### config.mk
export PLATFORM = sky130hd
export DESIGN_NAME = epoch_seconds_to_utc_calendar
export DESIGN_NICKNAME = d
export VERILOG_FILES = /design/src/hw/rtl/e2utc_pkg.sv /design/src/hw/rtl/epoch_seconds_to_utc_calendar.sv
export VERILOG_INCLUDE_DIRS = /design/src /design/src/hw/rtl
export SDC_FILE = /design/constraint.sdc
export NUM_CORES = 2
export LEC_CHECK = 0
export BUFFER_PORTS_ARGS = -buffer_cell sky130_fd_sc_hd__buf_2
export CORE_UTILIZATION = 40
export CTS_CLUSTER_DIAMETER = 60
export DETAILED_ROUTE_END_ITERATION = 16
export MAX_ROUTING_LAYER = met4
export PLACE_DENSITY = 0.64
export SLEW_MARGIN = 10
export SYNTH_ARGS = -nofsm -noshare
export SYNTH_HDL_FRONTEND = slang
export SYNTH_SLANG_ARGS = --single-unit
export TNS_END_PERCENT = 100
### constraint.sdc
create_clock -name clk_i -period 10.8 [get_ports clk_i]
set_clock_uncertainty 0.15 [all_clocks]
set_input_delay 1.62 -clock clk_i [delete_from_list [all_inputs] [get_ports clk_i]]
set_output_delay 1.62 -clock clk_i [all_outputs]
set_load 0.01 [all_outputs]
### src/hw/rtl/epoch_seconds_to_utc_calendar_assert.svh
// assertion macros for the epoch seconds to utc calendar block
// expects clk_i, rst_ni and out_valid_o in the including module
`ifndef EPOCH_SECONDS_TO_UTC_CALENDAR_ASSERT_SVH
`define EPOCH_SECONDS_TO_UTC_CALENDAR_ASSERT_SVH

// clocked property, switched off while reset is held
`define E2UTC_ASSERT(name, prop, msg) \
  name: assert property (@(posedge clk_i) disable iff (!rst_ni) prop) \
    else $error(msg);

// condition that must hold whenever a result request is offered
`define E2UTC_ASSERT_VALID(name, cond, msg) \
  `E2UTC_ASSERT(name, out_valid_o |-> (cond), msg)

`endif

### src/hw/rtl/e2utc_pkg.sv
// constants and month table for the epoch seconds to utc calendar block
// no dependencies
`default_nettype none

package e2utc_pkg;

  // seconds and days per unit
  localparam logic [16:0] SecsPerDay    = 17'd86400;
  localparam logic [11:0] SecsPerHour   = 12'd3600;
  localparam logic [5:0]  SecsPerMinute = 6'd60;
  localparam logic [10:0] DaysPerSpan   = 11'd1461;
  localparam logic [10:0] DaysYear1End  = 11'd365;
  localparam logic [10:0] DaysYear2End  = 11'd730;
  localparam logic [10:0] DaysYear3End  = 11'd1096;
  localparam logic [2:0]  DaysPerWeek   = 3'd7;
  localparam logic [2:0]  EpochWeekday  = 3'd4;
  localparam logic [7:0]  YearBase      = 8'd70;
  localparam logic [31:0] LastValidSecond = 32'd4102444799;

  // reciprocals for exact division by a constant (multiply then shift)
  // days    = ((secs >> 7) * DayRecip) >> 35     divides by 675
  // span    = (days * SpanRecip) >> 27           divides by 1461
  // week    = (days * WeekRecip) >> 19           divides by 7
  // hour    = ((sod >> 4) * HourRecip) >> 21     divides by 225
  // minute  = ((soh >> 2) * MinRecip) >> 14      divides by 15
  localparam logic [25:0] DayRecip  = 26'd50903317;
  localparam logic [16:0] SpanRecip = 17'd91868;
  localparam logic [16:0] WeekRecip = 17'd74899;
  localparam logic [13:0] HourRecip = 14'd9321;
  localparam logic [10:0] MinRecip  = 11'd1093;

  // last day of year of the month before idx, minus one for january
  function automatic logic signed [9:0] month_end(input logic leap, input logic [3:0] idx);
    logic signed [9:0] val;
    case (idx)
      4'd0:    val = -10'sd1;
      4'd1:    val = 10'sd30;
      4'd2:    val = leap ? 10'sd59  : 10'sd58;
      4'd3:    val = leap ? 10'sd90  : 10'sd89;
      4'd4:    val = leap ? 10'sd120 : 10'sd119;
      4'd5:    val = leap ? 10'sd151 : 10'sd150;
      4'd6:    val = leap ? 10'sd181 : 10'sd180;
      4'd7:    val = leap ? 10'sd212 : 10'sd211;
      4'd8:    val = leap ? 10'sd243 : 10'sd242;
      4'd9:    val = leap ? 10'sd273 : 10'sd272;
      4'd10:   val = leap ? 10'sd304 : 10'sd303;
      4'd11:   val = leap ? 10'sd334 : 10'sd333;
      4'd12:   val = leap ? 10'sd365 : 10'sd364;
      default: val = 10'sd0;
    endcase
    return val;
  endfunction

endpackage

`default_nettype wire

### src/hw/rtl/epoch_seconds_to_utc_calendar.sv
// epoch seconds to utc calendar conversion, seven stage pipeline
// depends on e2utc_pkg and epoch_seconds_to_utc_calendar_assert.svh
`default_nettype none

// Converts a 32 bit count of seconds since 1970-01-01 00:00:00 UTC into
// year, day of year, month, day of month, weekday, hour, minute and second.
// The pipeline has seven register stages: a request passes the stage
// registers s1 to s6 and then the output registers before its result shows
// on the outputs with out_valid_o. A new request can be taken on every edge
// while no result waits under an output stall, so the sustained rate is one
// request per cycle. The depth is set by the constant-reciprocal multiplies
// (days, then four-year span, weekday and hour side by side, then minute),
// each followed by a register. A stall on the output while a result waits
// holds the whole pipeline and raises in_stall_o in the same cycle. Leap years
// are taken every fourth year, exact through 2099; range_error_o flags later inputs.

module epoch_seconds_to_utc_calendar (
  input  wire logic        clk_i,
  input  wire logic        rst_ni,
  input  wire logic        in_valid_i,
  output logic             in_stall_o,
  input  wire logic [31:0] epoch_seconds_i,
  output logic             out_valid_o,
  input  wire logic        out_stall_i,
  output logic [7:0]       year_since_1900_o,
  output logic [8:0]       day_of_year_o,
  output logic [3:0]       month_index_o,
  output logic [4:0]       day_of_month_o,
  output logic [2:0]       weekday_o,
  output logic [4:0]       hour_of_day_o,
  output logic [5:0]       minute_of_hour_o,
  output logic [5:0]       second_of_minute_o,
  output logic             range_error_o
);

  `include "epoch_seconds_to_utc_calendar_assert.svh"

  // pipeline control
  logic [6:0] valid_d, valid_q;
  logic       advance;

  // stage 1: day product
  logic [50:0] s1_prod_d, s1_prod_q;
  logic [31:0] s1_secs_q;
  logic        s1_range_d, s1_range_q;

  // stage 2: days and second of day
  logic [15:0] s2_days_d, s2_days_q;
  logic [31:0] s2_sod_full;
  logic [16:0] s2_sod_d, s2_sod_q;
  logic        s2_range_q;

  // stage 3: span, week and hour products
  logic [32:0] s3_span_p_d, s3_span_p_q;
  logic [15:0] s3_dayw_d, s3_dayw_q;
  logic [32:0] s3_week_p_d, s3_week_p_q;
  logic [25:0] s3_hour_p_d, s3_hour_p_q;
  logic [15:0] s3_days_q;
  logic [16:0] s3_sod_q;
  logic        s3_range_q;

  // stage 4: span, day of span, weekday, hour, second of hour
  logic [5:0]  s4_span_d, s4_span_q;
  logic [15:0] s4_dspan_full;
  logic [10:0] s4_dspan_d, s4_dspan_q;
  logic [13:0] s4_weekq;
  logic [15:0] s4_wd_full;
  logic [2:0]  s4_wd_d, s4_wd_q;
  logic [4:0]  s4_hour_d, s4_hour_q;
  logic [16:0] s4_soh_full;
  logic [11:0] s4_soh_d, s4_soh_q;
  logic        s4_range_q;

  // stage 5: year within span, minute product
  logic [1:0]  s5_year_off;
  logic [10:0] s5_base;
  logic [10:0] s5_yday_full;
  logic [8:0]  s5_yday_d, s5_yday_q;
  logic        s5_leap_d, s5_leap_q;
  logic [7:0]  s5_year_d, s5_year_q;
  logic [19:0] s5_min_p_d, s5_min_p_q;
  logic [11:0] s5_soh_q;
  logic [4:0]  s5_hour_q;
  logic [2:0]  s5_wd_q;
  logic        s5_range_q;

  // stage 6: month and minute
  logic [10:0] s6_past;
  logic [3:0]  s6_mon_d, s6_mon_q;
  logic [5:0]  s6_minute_d, s6_minute_q;
  logic [8:0]  s6_yday_q;
  logic        s6_leap_q;
  logic [7:0]  s6_year_q;
  logic [11:0] s6_soh_q;
  logic [4:0]  s6_hour_q;
  logic [2:0]  s6_wd_q;
  logic        s6_range_q;

  // stage 7: output registers
  logic signed [9:0] s7_dom_full;
  logic [4:0]  s7_dom_d;
  logic [11:0] s7_sec_full;
  logic [5:0]  s7_sec_d;
  logic [7:0]  out_year_q;
  logic [8:0]  out_yday_q;
  logic [3:0]  out_mon_q;
  logic [4:0]  out_dom_q;
  logic [2:0]  out_wd_q;
  logic [4:0]  out_hour_q;
  logic [5:0]  out_minute_q;
  logic [5:0]  out_second_q;
  logic        out_range_q;

  // field range flags for the checks
  logic        date_ok;
  logic        clock_ok;
  logic        year_ok;

  // whole pipeline moves unless a result waits under stall
  assign advance    = !(valid_q[6] && out_stall_i);
  assign in_stall_o = !advance;
  assign valid_d    = {valid_q[5:0], in_valid_i};

  // stage 1 logic
  assign s1_prod_d  = 51'(epoch_seconds_i[31:7]) * 51'(e2utc_pkg::DayRecip);
  assign s1_range_d = epoch_seconds_i > e2utc_pkg::LastValidSecond;

  // stage 2 logic
  assign s2_days_d   = s1_prod_q[50:35];
  assign s2_sod_full = s1_secs_q - 32'(s2_days_d) * 32'(e2utc_pkg::SecsPerDay);
  assign s2_sod_d    = s2_sod_full[16:0];

  // stage 3 logic
  assign s3_span_p_d = 33'(s2_days_q) * 33'(e2utc_pkg::SpanRecip);
  assign s3_dayw_d   = s2_days_q + 16'(e2utc_pkg::EpochWeekday);
  assign s3_week_p_d = 33'(s3_dayw_d) * 33'(e2utc_pkg::WeekRecip);
  assign s3_hour_p_d = 26'(s2_sod_q[16:4]) * 26'(e2utc_pkg::HourRecip);

  // stage 4 logic
  assign s4_span_d     = s3_span_p_q[32:27];
  assign s4_dspan_full = s3_days_q - 16'(s4_span_d) * 16'(e2utc_pkg::DaysPerSpan);
  assign s4_dspan_d    = s4_dspan_full[10:0];
  assign s4_weekq      = s3_week_p_q[32:19];
  assign s4_wd_full    = s3_dayw_q - 16'(s4_weekq) * 16'(e2utc_pkg::DaysPerWeek);
  assign s4_wd_d       = s4_wd_full[2:0];
  assign s4_hour_d     = s3_hour_p_q[25:21];
  assign s4_soh_full   = s3_sod_q - 17'(s4_hour_d) * 17'(e2utc_pkg::SecsPerHour);
  assign s4_soh_d      = s4_soh_full[11:0];

  // stage 5: pick the year inside the four-year span, third one is leap
  always_comb begin
    if (s4_dspan_q < e2utc_pkg::DaysYear1End) begin
      s5_year_off = 2'd0;
      s5_base     = 11'd0;
      s5_leap_d   = 1'b0;
    end else if (s4_dspan_q < e2utc_pkg::DaysYear2End) begin
      s5_year_off = 2'd1;
      s5_base     = e2utc_pkg::DaysYear1End;
      s5_leap_d   = 1'b0;
    end else if (s4_dspan_q < e2utc_pkg::DaysYear3End) begin
      s5_year_off = 2'd2;
      s5_base     = e2utc_pkg::DaysYear2End;
      s5_leap_d   = 1'b1;
    end else begin
      s5_year_off = 2'd3;
      s5_base     = e2utc_pkg::DaysYear3End;
      s5_leap_d   = 1'b0;
    end
  end

  assign s5_yday_full = s4_dspan_q - s5_base;
  assign s5_yday_d    = s5_yday_full[8:0];
  assign s5_year_d    = 8'({s4_span_q, 2'b00}) + e2utc_pkg::YearBase + 8'(s5_year_off);
  assign s5_min_p_d   = 20'(s4_soh_q[11:2]) * 20'(e2utc_pkg::MinRecip);

  // stage 6: month is the number of month ends that lie before the day
  always_comb begin
    for (int m = 1; m < 12; m++) begin
      s6_past[m-1] = e2utc_pkg::month_end(s5_leap_q, 4'(m)) < $signed({1'b0, s5_yday_q});
    end
  end

  assign s6_mon_d    = 4'($countones(s6_past));
  assign s6_minute_d = s5_min_p_q[19:14];

  // stage 7: day of month and second
  assign s7_dom_full = $signed({1'b0, s6_yday_q}) - e2utc_pkg::month_end(s6_leap_q, s6_mon_q);
  assign s7_dom_d    = s7_dom_full[4:0];
  assign s7_sec_full = s6_soh_q - 12'(s6_minute_q) * 12'(e2utc_pkg::SecsPerMinute);
  assign s7_sec_d    = s7_sec_full[5:0];

  // valid bits
  always_ff @(posedge clk_i or negedge rst_ni) begin
    if (!rst_ni) begin
      valid_q <= '0;
    end else if (advance) begin
      valid_q <= valid_d;
    end
  end

  // payload registers
  always_ff @(posedge clk_i) begin
    if (advance) begin
      s1_prod_q    <= s1_prod_d;
      s1_secs_q    <= epoch_seconds_i;
      s1_range_q   <= s1_range_d;

      s2_days_q    <= s2_days_d;
      s2_sod_q     <= s2_sod_d;
      s2_range_q   <= s1_range_q;

      s3_span_p_q  <= s3_span_p_d;
      s3_dayw_q    <= s3_dayw_d;
      s3_week_p_q  <= s3_week_p_d;
      s3_hour_p_q  <= s3_hour_p_d;
      s3_days_q    <= s2_days_q;
      s3_sod_q     <= s2_sod_q;
      s3_range_q   <= s2_range_q;

      s4_span_q    <= s4_span_d;
      s4_dspan_q   <= s4_dspan_d;
      s4_wd_q      <= s4_wd_d;
      s4_hour_q    <= s4_hour_d;
      s4_soh_q     <= s4_soh_d;
      s4_range_q   <= s3_range_q;

      s5_yday_q    <= s5_yday_d;
      s5_leap_q    <= s5_leap_d;
      s5_year_q    <= s5_year_d;
      s5_min_p_q   <= s5_min_p_d;
      s5_soh_q     <= s4_soh_q;
      s5_hour_q    <= s4_hour_q;
      s5_wd_q      <= s4_wd_q;
      s5_range_q   <= s4_range_q;

      s6_mon_q     <= s6_mon_d;
      s6_minute_q  <= s6_minute_d;
      s6_yday_q    <= s5_yday_q;
      s6_leap_q    <= s5_leap_q;
      s6_year_q    <= s5_year_q;
      s6_soh_q     <= s5_soh_q;
      s6_hour_q    <= s5_hour_q;
      s6_wd_q      <= s5_wd_q;
      s6_range_q   <= s5_range_q;

      out_year_q   <= s6_year_q;
      out_yday_q   <= s6_yday_q;
      out_mon_q    <= s6_mon_q;
      out_dom_q    <= s7_dom_d;
      out_wd_q     <= s6_wd_q;
      out_hour_q   <= s6_hour_q;
      out_minute_q <= s6_minute_q;
      out_second_q <= s7_sec_d;
      out_range_q  <= s6_range_q;
    end
  end

  // result ports
  assign out_valid_o        = valid_q[6];
  assign year_since_1900_o  = out_year_q;
  assign day_of_year_o      = out_yday_q;
  assign month_index_o      = out_mon_q;
  assign day_of_month_o     = out_dom_q;
  assign weekday_o          = out_wd_q;
  assign hour_of_day_o      = out_hour_q;
  assign minute_of_hour_o   = out_minute_q;
  assign second_of_minute_o = out_second_q;
  assign range_error_o      = out_range_q;

  // range flags on the result fields
  assign date_ok  = (month_index_o <= 4'd11) && (day_of_month_o != 5'd0) &&
                    (day_of_year_o <= 9'd365);
  assign clock_ok = (hour_of_day_o <= 5'd23) && (minute_of_hour_o <= 6'd59) &&
                    (second_of_minute_o <= 6'd59) && (weekday_o <= 3'd6);
  assign year_ok  = range_error_o ||
                    (year_since_1900_o >= 8'd70 && year_since_1900_o <= 8'd199);

  // checks on the conversion results and the stall path
  `E2UTC_ASSERT_VALID(a_date_range, date_ok, "date field out of range")
  `E2UTC_ASSERT_VALID(a_clock_range, clock_ok, "clock field out of range")
  `E2UTC_ASSERT_VALID(a_year_range, year_ok, "year out of range without range flag")
  `E2UTC_ASSERT(a_stall_back, out_valid_o && out_stall_i |-> in_stall_o, "input taken while held")

endmodule

`default_nettype wire

==> results by stage <==
Setup path:
- The highest fanout seen on the critical path is 13.
- The worst register-to-register path has a depth of 24.
- The critical path in this run is classified as input port to register.
- The signal arrival time at the worst endpoint is around 7600 ps.
- The type of element capturing the critical path is a register.
- The worst setup path is launched from an input port.
- The required time of the worst setup path is 10,950 ps.

Finish:
- The number of fill cells in the layout is roughly 7,600.
- Cells fill 44.4% of the core in the end.
- The sequential cell area is 8400 sq um.
- The number of inserted diodes is 0.
- The area of the multi-input gates is between 20,000 and 25,000 sq um.
- Cells with a size suffix above 1 make up 5.52% of the layout.
- The area overhead of the layout relative to synthesis is 9.26%.
- The count of nets after finishing is around 4,200.

Floorplan:
- After floorplanning, the core was divided into 104 placement rows.
- Pin placement for this block handled 85 I/O pins.
- The vertical die dimension is slightly below 300 um.
- The floorplan step defined a core boundary enclosing 81,100 sq um.
- The full die area is 83,500 sq um.
- The die span in x is just under 300 um.
- The initial cell density of the core is 40.6%.

Yosys:
- The number of enable-type register cells in the synthesized netlist is ~270.
- Of all flip-flops after synthesis, the portion carrying an async set or reset was 2.49%.
- The area of the mapped netlist is 32,900 sq um.
- The synthesized design contains between 200 and 300 register bits.
- The average cell area after synthesis is ~11 sq um.
- The sequential share of the synthesized area is 25.5%.
- Yosys printed 0 warnings.
- The top flip-flop cell by instance count after synthesis is sky130_fd_sc_hd__edfxtp_1.
- The number of nets handed over by synthesis was about 4,000.
- The count of unique library cells instantiated by Yosys is 73.
- The post-synthesis instance total is 2,938.

GRT:
- Entering global routing, the biggest net connects approximately 160 pins.
- The number of global-route vias before repair is 20,400.
- The residual overflow from global routing is 0.
- The initial antenna violation count is 1.
- Global routing consumed, over all layers together, between 10% and 20% of the routing resources.
- The first-pass GRT wire length is 105 mm.

Clock tree:
- The count of cells resized by post-cts repair is 0.
- The maximum buffer depth of the clock tree is 3.
- The clock drives 281 sinks.
- The H-tree was split into 2 levels.
- The latest clock arrival within the worst-skew pair is ~540 ps.
- The post-cts hold buffer count is 0.
- Buffers inserted during clock tree synthesis total 36.
- The buffers inserted during post-CTS setup optimization is 0.
- The clock tree from TritonCTS is yes.
- After clock tree synthesis, the clock-pin slew on the worst setup and hold paths is roughly 60 ps.
- The tree is rooted in a sky130_fd_sc_hd__clkbuf_16.

Route:
- The met3 wire length is 2.47 mm.
- The routed layout has 19,700 vias.
- After detailed routing, the wire length on met1 is ~28 mm.
- In the detailed route, the total length drawn on met2 is around 30 mm.
- After detailed routing, no signal wire sits above met4.
- The final layout contains routed wiring with a total length of 63.3 mm.
- The antenna violation net count after detailed routing is 0.
- The post-route DRC violation count is 0.
- After the first detailed-routing iteration, the DRC count stood at 723.
- The final routed wire length divided by cell count is 15.3 um.
- The average vias per placed instance is 4.75.
- The first-pass detailed-route iteration total is 5.

Timing:
- The highest achievable clock rate is 134 MHz.
- Setup repair after global routing left no endpoint under its margin.
- The number of max-slew violations in the final report is 0.
- For the pin with the worst max-slew slack, the measured transition is 968 ps.
- Setup slack closes at 3360 ps.
- Adding up every negative setup slack in the final design gives 0 ps.
- Setup violations remaining at the end of the flow were counted as 0.
- The share of the clock period used by the worst path after layout is 68.9%.
- The time the worst path needs with I/O delays and setup is 7440 ps.
- The headroom to the max-slew limit is between 30% and 40%.
- The final hold violation count is 0.

Run status:
- The flow ran to the end, and the final reports show no timing, DRC or antenna violations.

Placement:
- The post-placement worst setup slack is about 2800 ps.
- Port buffering added 84 buffers.
- The post-detailed-placement half-perimeter wirelength is 53.9 mm.
- The placer congestion estimate is 0.940.

Flow run:
- The number of max-capacitance violations reported is 0.

Worst hold path:
- The number of instances on the worst hold path is 0.
- The class of the most critical hold timing path is register to register.
area by class of cell:
| type | count | share of cell area [%] |
|---|---|---|
| clock buffers | 45 | 2.68 |
| clock inverters | 21 | 0.932 |
| inverters | 816 | 8.51 |
| multi-input cells | 1832 | 59.6 |
| flip-flops and latches | 281 | 23.3 |
| well taps | 1060 | 3.68 |
| repair buffers | 87 | 1.27 |
registers in the layout, indices dropped and copies added (netlist names), 7 cells and up:
name               count
s5_min_p_q             8
s4_dspan_q            11
s1_secs_q             15
year_since_1900_o      8
day_of_year_o          9
s5_yday_q              9
s1_prod_q             18
s5_year_q              8
s2_days_q             16
valid_q                7
s6_yday_q              9
s4_soh_q              12
s3_sod_q               9
s3_hour_p_q            8
s6_year_q              8
s2_sod_q              17
s3_days_q              9
Yosys cell counts, drive strengths merged, types with 3 or more instances:
cell / number / area share, %
and2: 6 / 0.11
nand4: 17 / 0.32
clkbuf: 8 / 0.091
inv: 816 / 9.3
nand3b: 4 / 0.091
a21o: 45 / 1.0
o21a: 15 / 0.34
o2111ai: 4 / 0.11
fa: 391 / 24
a221oi: 3 / 0.080
o31ai: 11 / 0.29
or2: 6 / 0.11
a211oi: 7 / 0.17
a21oi: 90 / 1.4
nor2b: 18 / 0.34
a21boi: 8 / 0.18
nor2: 65 / 0.75
a22oi: 4 / 0.091
nand2: 73 / 0.83
edfxtp: 274 / 25
ha: 718 / 27
o221ai: 3 / 0.080
nand4b: 3 / 0.080
a31oi: 9 / 0.17
and3: 6 / 0.11
nand2b: 15 / 0.28
xnor2: 99 / 2.6
mux2: 7 / 0.24
o22ai: 3 / 0.057
or3: 5 / 0.11
o21bai: 12 / 0.27
and4: 5 / 0.13
nor3: 22 / 0.36
a2111oi: 4 / 0.13
xor2: 34 / 0.90
nor4: 5 / 0.095
dfrtp: 7 / 0.53
o21ai: 54 / 0.82
nand3: 26 / 0.39
o211ai: 6 / 0.14
critical path, cell delays in order:
cell and delay, ps:
sky130_fd_sc_hd__buf_2 210, sky130_fd_sc_hd__fa_1 540, sky130_fd_sc_hd__inv_1 50, sky130_fd_sc_hd__fa_1 480, sky130_fd_sc_hd__inv_1 50, sky130_fd_sc_hd__ha_1 290
sky130_fd_sc_hd__fa_1 520, sky130_fd_sc_hd__inv_1 50, sky130_fd_sc_hd__fa_1 470, sky130_fd_sc_hd__fa_1 540, sky130_fd_sc_hd__inv_1 50, sky130_fd_sc_hd__fa_1 470
sky130_fd_sc_hd__ha_1 390, sky130_fd_sc_hd__a21o_1 230, sky130_fd_sc_hd__o21bai_1 160, sky130_fd_sc_hd__a311o_1 400, sky130_fd_sc_hd__o31ai_4 400, sky130_fd_sc_hd__a211oi_2 170
sky130_fd_sc_hd__o31a_1 330, sky130_fd_sc_hd__nor2_2 100, sky130_fd_sc_hd__xnor2_1 60
cell usage in the layout (no fill, tap or decap), drive strengths merged, types with 17 or more instances in the layout:
master and count:
inv 823, buf 87, o21ai 54, nand4 17, xor2 34, xnor2 99
nor2b 18, fa 391, ha 718, nand3 26, clkbuf 45, a21o 45
nor2 65, a21oi 90, edfxtp 274, nand2 73, nor3 22
metrics by stage:
stage	cell area [sq um]	hold WS, ps	cells
6_report	36000	264	4142
5_1_grt	36000	262	4142
4_1_cts	36000	263	4142
3_5_place_dp	34700	255	4076
3_3_place_gp	34700	251	4076
2_1_floorplan	32900	250	2938
per-layer routing:
metal,up-vias,global-route usage (%)
met1,9432,20.4
met2,325,26.8
li1,9790,-
met4,0,6.30
met3,110,2.31
met5,-,-
logic make-up after synthesis:
group                    Yosys count  share of synthesized area (%)
XOR/XNOR                         133                           3.54
flip-flops                       281                           25.5
AND/OR/NAND/NOR                  281                           4.28
AO/OA/AOI/OAI                    301                           5.97
adder cells (fa/ha/maj)         1109                           51.0
multiplexers                       8                          0.270
buffers and inverters            825                           9.41
worst paths after layout:
kind	start	slack, ps	to
hold reg to reg	s5_soh_q[1]$_DFFE_PN_	260	s6_soh_q[1]$_DFFE_PN_
setup reg to reg	s2_days_q[3]$_DFFE_PN_	4040	s3_week_p_q[21]$_DFFE_PN_
setup / recovery	epoch_seconds_i[12]	3360	s1_prod_q[49]$_DFFE_PN_
min in group asynchronous	rst_ni	750	valid_q[4]$_DFFE_PN0N_
max in group asynchronous	rst_ni	9600	valid_q[3]$_DFFE_PN0N_
hold / removal	s5_soh_q[1]$_DFFE_PN_	260	s6_soh_q[1]$_DFFE_PN_
Power is not shown: default switching activity piles up to over one toggle a cycle in this logic, so the estimate is an artifact.
